`config.mk`:
```
export PLATFORM = sky130hd
export DESIGN_NAME = bba_controller
export DESIGN_NICKNAME = d
export VERILOG_FILES = /design/src/rtl/bba_pkg.sv /design/src/rtl/bba_controller.sv
export SDC_FILE = /design/constraint.sdc
export NUM_CORES = 1
export LEC_CHECK = 0
export ABC_CLOCK_PERIOD_IN_PS = 2300
export BUFFER_PORTS_ARGS = -buffer_cell sky130_fd_sc_hd__buf_2
export CORE_MARGIN = 4
export CORE_UTILIZATION = 45
export DETAILED_ROUTE_END_ITERATION = 8
export PLACE_DENSITY_LB_ADDON = 0.12
export RECOVER_POWER = 100
export SETUP_SLACK_MARGIN = 0.02
export SYNTH_ARGS = -nofsm -noshare
export SYNTH_HDL_FRONTEND = slang
export SYNTH_SLANG_ARGS = --single-unit
```
`constraint.sdc`:
```
create_clock -name clk -period 2.3 [get_ports clk]
set_clock_uncertainty 0.05 [all_clocks]
set_input_delay 0.345 -clock clk [delete_from_list [all_inputs] [get_ports clk]]
set_output_delay 0.345 -clock clk [all_outputs]
set_load 0.005 [all_outputs]
```
`src/rtl/bba_pkg.sv`:
```
// ============================================================================
// bba_pkg
// Shared types and constants of the buddy block allocator.
// ============================================================================
package bba_pkg;

    localparam int MAX_ORDER_DEF     = 16;
    localparam int GRANULE_ORDER_DEF = 5;
    localparam int HEADER_BYTES_DEF  = 32;
    localparam int INIT_ORDER_DEF    = 6;

    localparam int MODE_W   = 2;
    localparam int COUNT_W  = 16;
    localparam int BYTES_W  = 16;
    localparam int ADDR_W   = 16;
    localparam int STATUS_W = 2;
    localparam int CFG_W    = 5;

    localparam logic [CFG_W-1:0] MAX_POOL_RESET = 5'd16;

    localparam logic [MODE_W-1:0] MODE_ALLOC      = 2'd0;
    localparam logic [MODE_W-1:0] MODE_ALLOC_ZERO = 2'd1;
    localparam logic [MODE_W-1:0] MODE_FREE       = 2'd2;

    localparam logic [STATUS_W-1:0] STAT_ALLOCATED = 2'd0;
    localparam logic [STATUS_W-1:0] STAT_FREED     = 2'd1;
    localparam logic [STATUS_W-1:0] STAT_ZERO_SIZE = 2'd2;
    localparam logic [STATUS_W-1:0] STAT_NO_MEMORY = 2'd3;

    // datapath commands issued by the controller
    typedef enum logic [4:0] {
        CMD_NONE,
        CMD_IDLE,
        CMD_CLEAR,
        CMD_MUL,
        CMD_SIZE,
        CMD_ZERO,
        CMD_LOG,
        CMD_SRCH,
        CMD_GROW,
        CMD_FAIL,
        CMD_TAKE,
        CMD_RMUPD,
        CMD_SPLIT,
        CMD_AFIN,
        CMD_FCHK,
        CMD_FUO,
        CMD_MRD,
        CMD_MTAKE,
        CMD_MNEXT,
        CMD_FPUSH,
        CMD_SHRINK,
        CMD_EMIT
    } cmd_t;

    typedef struct packed {
        logic accepted;
        logic in_alloc;
        logic in_free;
        logic prod_zero;
        logic log_stop;
        logic srch_stop;
        logic list_j_filled;
        logic grow_fail;
        logic free_op;
        logic split_more;
        logic free_bad;
        logic fuo_bad;
        logic merge_more;
        logic merge_ok;
        logic shrink_go;
        logic shrink_last;
        logic clear_last;
        logic out_free;
    } dp_status_t;

endpackage

```
`src/rtl/bba_controller.sv`:
```
// ============================================================================
// bba_controller
// Sequencer for memory clear, allocate and free flows.
// ============================================================================
module bba_controller import bba_pkg::*; (
    input  logic       clk,
    input  logic       rst_n,
    input  dp_status_t st,
    output cmd_t       cmd
);

    typedef enum logic [16:0] {
        S_CLEAR  = 17'h00001,
        S_IDLE   = 17'h00002,
        S_MUL    = 17'h00004,
        S_SIZE   = 17'h00008,
        S_LOG    = 17'h00010,
        S_SRCH   = 17'h00020,
        S_GROW   = 17'h00040,
        S_TAKE   = 17'h00080,
        S_RMUPD  = 17'h00100,
        S_SPLIT  = 17'h00200,
        S_FCHK   = 17'h00400,
        S_FUO    = 17'h00800,
        S_MRD    = 17'h01000,
        S_MCHK   = 17'h02000,
        S_MNEXT  = 17'h04000,
        S_SHRINK = 17'h08000,
        S_DONE   = 17'h10000
    } state_t;

    state_t state_reg, state_next;

    always_comb
    begin
        state_next = state_reg;
        cmd        = CMD_NONE;
        unique case (state_reg)
            S_CLEAR:
            begin
                cmd = CMD_CLEAR;
                if (st.clear_last)
                    state_next = S_IDLE;
            end
            S_IDLE:
            begin
                cmd = CMD_IDLE;
                if (st.accepted)
                begin
                    priority if (st.in_alloc)
                        state_next = S_MUL;
                    else if (st.in_free)
                        state_next = S_FCHK;
                    else
                        state_next = S_DONE;
                end
            end
            S_MUL:
            begin
                cmd        = CMD_MUL;
                state_next = S_SIZE;
            end
            S_SIZE:
            begin
                if (st.prod_zero)
                begin
                    cmd        = CMD_ZERO;
                    state_next = S_DONE;
                end
                else
                begin
                    cmd        = CMD_SIZE;
                    state_next = S_LOG;
                end
            end
            S_LOG:
            begin
                cmd = CMD_LOG;
                if (st.log_stop)
                    state_next = S_SRCH;
            end
            S_SRCH:
            begin
                cmd = CMD_SRCH;
                if (st.srch_stop)
                    state_next = S_GROW;
            end
            S_GROW:
            begin
                priority if (st.list_j_filled)
                    state_next = S_TAKE;
                else if (st.grow_fail)
                begin
                    cmd        = CMD_FAIL;
                    state_next = S_DONE;
                end
                else
                    cmd = CMD_GROW;
            end
            S_TAKE:
            begin
                cmd        = CMD_TAKE;
                state_next = S_RMUPD;
            end
            S_RMUPD:
            begin
                cmd        = CMD_RMUPD;
                state_next = st.free_op ? S_MNEXT : S_SPLIT;
            end
            S_SPLIT:
            begin
                if (st.split_more)
                    cmd = CMD_SPLIT;
                else
                begin
                    cmd        = CMD_AFIN;
                    state_next = S_DONE;
                end
            end
            S_FCHK:
            begin
                cmd        = CMD_FCHK;
                state_next = st.free_bad ? S_DONE : S_FUO;
            end
            S_FUO:
            begin
                cmd        = CMD_FUO;
                state_next = st.fuo_bad ? S_DONE : S_MRD;
            end
            S_MRD:
            begin
                if (st.merge_more)
                begin
                    cmd        = CMD_MRD;
                    state_next = S_MCHK;
                end
                else
                begin
                    cmd        = CMD_FPUSH;
                    state_next = S_SHRINK;
                end
            end
            S_MCHK:
            begin
                if (st.merge_ok)
                begin
                    cmd        = CMD_MTAKE;
                    state_next = S_RMUPD;
                end
                else
                begin
                    cmd        = CMD_FPUSH;
                    state_next = S_SHRINK;
                end
            end
            S_MNEXT:
            begin
                cmd        = CMD_MNEXT;
                state_next = S_MRD;
            end
            S_SHRINK:
            begin
                if (st.shrink_go)
                begin
                    cmd = CMD_SHRINK;
                    if (st.shrink_last)
                        state_next = S_DONE;
                end
                else
                    state_next = S_DONE;
            end
            S_DONE:
            begin
                if (st.out_free)
                begin
                    cmd        = CMD_EMIT;
                    state_next = S_IDLE;
                end
            end
            default:
            begin
                state_next = S_IDLE;
            end
        endcase
    end

    always_ff @(posedge clk or negedge rst_n)
    begin
        if (!rst_n)
            state_reg <= S_CLEAR;
        else
            state_reg <= state_next;
    end

endmodule

```
## Yosys cells after proc, flatten, opt, wreduce, memory -nomap -nowiden

Cells that the tools add are included.

| storage, ports and cells | value |
|---|---|
| output and inout bits | 5 |
| register bits after elaboration | 17 |
| logic and storage cells | 55 |
| bits of input ports | 20 |

| cells by class | value |
|---|---|
| muxes and demuxes | 28 |
| eq/ne operators | 25 |
| reductions and logical operators | 1 |

Operator list:

| cell | count |
|---|---|
| $pmux W17 S17 | 1 |
| $mux W17 | 15 |
| $pmux W5 S17 | 1 |
| $mux W16 | 2 |
| $eq A17 B1 Y1 const B | 1 |
| $eq A17 B10 Y1 const B | 1 |
| $eq A17 B11 Y1 const B | 1 |
| $eq A17 B12 Y1 const B | 1 |
| $eq A17 B13 Y1 const B | 1 |
| $eq A17 B14 Y1 const B | 1 |
| $eq A17 B15 Y1 const B | 1 |
| $eq A17 B16 Y1 const B | 1 |
| $eq A17 B17 Y1 const B | 1 |
| $eq A17 B2 Y1 const B | 1 |
| $eq A17 B3 Y1 const B | 1 |
| $eq A17 B4 Y1 const B | 1 |
| $eq A17 B5 Y1 const B | 1 |
| $eq A17 B6 Y1 const B | 1 |
| $eq A17 B7 Y1 const B | 1 |
| $eq A17 B8 Y1 const B | 1 |
| $eq A17 B9 Y1 const B | 1 |
| $mux W15 | 1 |
| $ne A2 B2 Y1 const B | 6 |
| $mux W5 | 2 |
| other kinds (5) | 9 |

## Depth between registers and ports, before layout

| depth | value |
|---|---|
| depth after elaboration | 4 |
| depth in mapped cells | 10 |
| mapped depth without buffers | 6 |

## Worst setup path before layout

No wires, ideal clock.

| timing | value |
|---|---|
| path type | register -> output |
| from | reg state_reg[2] |
| to | out cmd[0] |
| data required time | 1905 ps |
| slack | -58 ps |
| data arrival time | 1963 ps |
| buffers on the path | 3 |
| stages on the path, launching flop included | 9 |
| path through | dfrtp_1 > buf_6 > or4_4 > buf_6 > nor4_4 > buf_4 > nand2_1 > o221ai_1 > or3_1 |

| between the ends | value |
|---|---|
| cells in the longest elaborated chain, start to end | 2 |
| elaborated cells on any way between the ends | 18 |
| classes of those cells | eq/ne (17); mux (1) |

Ends and longest elaborated chain:

| item | line | text |
|---|---|---|
| from (decl) | bba_controller.sv:32 | `state_t state_reg, state_next;` |
| from (signal assigned) | bba_controller.sv:192 | `state_reg <= state_next;` |
| $eq A17 B17 Y1 (tied with other cells) | bba_controller.sv:38 | `unique case (state_reg)` |
| $pmux W5 S17 * | bba_controller.sv:38 |  |
| to (decl) | bba_controller.sv:9 | `output cmd_t cmd` |

Every way passes the cells marked *; elsewhere a longest branch is shown, timed or not.

## Worst setup path after layout

| timing | value |
|---|---|
| from | reg state_reg[2] |
| to | out cmd[2] |

The elaborated chain is that of the path after synthesis.

==> results.md <==
- Critical Path Fanout Max: 7
- Failing checks: negative setup slack
- Max clock buf depth: 2
- Status: complete, but fails checks
- Syn-to-layout area delta: 47.15%
- Buffers on Ports: 24
- Clk sink count: 17
- Critical path's largest stage delay: 610 ps
- Die Y: 62.57 µm
- Gr usage total: 0.2260
- Worst reg-to-reg path cell count: 10
- Largest net degree at the start of global routing: 18
- Power per cell area: 1037 nW/µm²
- Yosys reg bits: 17
- Maximum vdd ir drop: 535.5 µV
- Via count: 1546
- Clock tree root buffer cell: clkbuf_4
- Vias in the first global route: 1524
- Initial Util: 0.4777
- Reg clk slew, reported paths: 100 ps
- HP Start: st[7]
- Post-Syn Area: 1340 µm²
- Gate Count Post-Synth: 152
- CTS tree: built
- Synth unique cells: 46
- MaxCap Viol Count: 0
- Antenna diodes: 0
- Antenna Nets Post-Route: 0
- H-tree depth: 1
- CP most frequent cell: buf_6
- Hold Path End: state_reg[11]
- Endpoints failing setup: 6
- Placed insts: 239
- DRT Pass-1 Iters: 4
- Via-per-instance ratio: 6.159
- CP Capture Type: primary output
- CTS Buf Count: 3
- Syn nets: 172
- CP max stage cell: or4_4
- Most common cell after layout, fill and taps aside: buf_4
- Critical path class: flop to primary output
- Post-Route WL: 4437 µm
- Total grt overflow: 0
- Hold slack: 162.0 ps
- Worst reg-to-reg setup slack: 0 ps
- # rows: 19
- Final Hold Viols: 0
- Die X: 62.57 µm
- First-pass GRT wire length: 7134 µm
- Final GP Congestion: 0.9351
- Fmax: 377.9 MHz
- Min-delay worst type: primary input to flop
- Slew Viols, Final: 0
- Initial antenna violation count: 0
- Core ar.: 2805 µm²
- Drc violations: 0
- Post-layout util: 0.7029
- Critical path arrival: 2250 ps
- DP Wirelength: 3303 µm
- Ports: 25
- Crit path cell chain: or4_4 -> buf_6 -> nor4_4 -> buf_6 -> a32oi_1 -> o2111ai_1 -> buf_2
- Slew HR: 0.3496
- Tightest Pin Transition: 975.6 ps
- R2r endpoint: state_reg[5]
- Syn avg cell area: 8.816 µm²
- Leakage power: 0.9643 nW
- Final Non-Filler Cells: 251
- Latest clock arrival within the worst-skew pair: 300 ps
- RR Startpoint: state_reg[2]
- Final WS setup: -346.2 ps
- Final period util: 1.151
- Final Cell Area: 1972 µm²
- Post-Place Worst Slack: -72.93 ps
- Min cycle time layout: 2646 ps
- RSZ-0062 raised after global routing: true
- Worst setup path start: state_reg[2]
- Synth warn: 0
- Die area: 3915 µm²
- Required time worst endpoint: 1900 ps
- Starting DRT DRC Count: 107
- Hold depth: 2
- Wire length per cell: 17.68 µm
- Fin nets: 241
- Max reg flops: 17
- Post-place instance area: 1738 µm²
- Most frequent cells in the layout: buf_4, buf_2, dfrtp_1
- Worst setup SP type: flop
- Register area share after synthesis: 0.3184
- Share of cells above drive strength 1: 0.4636
cells by family (layout without fill, tap and decap cells):
group | Yosys count | count (layout) | synth area share
DFF | 17 | 17 | 0.3184
AOI/OAI and AO/OA | 26 | 26 | 0.1279
xor gates and xnor gates | 5 | 5 | 0.03269
buffers and inverters | 11 | 79 | 0.05322
and+or+nand+nor | 93 | 93 | 0.4678
layout make-up:
| type | count | area (µm²) |
|---|---|---|
| tap | 31 | 38.79 |
| multi-input combinational | 124 | 962.2 |
| inverter | 4 | 15.01 |
| timing repair buffer | 71 | 503.0 |
| clock buffer | 4 | 26.28 |
| sequential | 17 | 426.7 |
| fill | 216 | 833.3 |
how the worst max path moves through the flow:
stage                        end  slack [ps]  cells after the start
after floorplan           cmd[2]        -0.7                      7
after global placement    cmd[0]         -80                      7
after detailed placement  cmd[1]         -70                      7
after CTS                 cmd[2]        -340                      8
after global routing      cmd[2]        -460                      8
final                     cmd[2]        -350                      7
repair_timing:
item | 4_1_cts | 5_1_grt
pin swaps | 5 | 9
gates resized for setup | 13 | 18
endpoints found under the setup margin | 10 | 12
hold endpoints to repair | 16 | 0
cloned | 1 | 0
buffers inserted | 4 | 4
hold buffers | 1 | 0
cell usage after synthesis (all sizes together):
library cell  number  area (µm²)
o2111ai            1       8.760
xnor2              3       26.28
nand3b             3       22.52
and4b              2       20.02
a22oi              1       7.510
or4b               1       10.01
nor4b              7       88.83
inv                4       15.01
o22ai              2       18.77
o221ai             1       8.760
nor3b              3       22.52
o31ai              3       22.52
dfrtp             16       400.4
buf                7       56.30
or3b               2       17.52
nand4              7       43.79
nor4               5       67.56
nand2             14       52.55
a211o              1       8.760
nand4b             4       35.03
nand3             10       55.05
and4               1       8.760
or4                4       33.78
nor3               5       25.02
nor2              14       52.55
or3                1       6.260
a32oi              1       8.760
and3               3       18.77
xor2               2       17.52
o41ai              1       8.760
nor2b              6       37.54
o21ai             12       63.81
a21oi              3       15.01
dfstp              1       26.28
and3b              1       8.760
metal layers:
metal / GRT usage / wire [µm]
met3: 0.03777 / 319
met5: 0 / 0
met1: 0.3078 / 1973
met2: 0.3595 / 2074
met4: 0.07989 / 70
critical path, delay by kind of cell, from the launching register on:
kind            cells  cell delay [ps]
flops               1              390
buf+inv             3              460
simple gates        2              770
compound gates      2              320
stage by stage:
stage,power (mW),setup TNS (ps)
after global placement,1.514,-215.2
after global routing,2.170,-2388
after detailed placement,1.523,-159.5
final,2.046,-1610
after CTS,1.863,-1572
after floorplan,1.092,-0.6617
where the power goes:
group | switching (mW) | leakage, nW | internal (mW)
Sequential | 0.0246 | 0.230 | 0.339
Clock | 0.102 | 0.0150 | 0.0677
Combinational | 0.745 | 0.720 | 0.767
No activity file was read; power rests on OpenSTA's default activity.
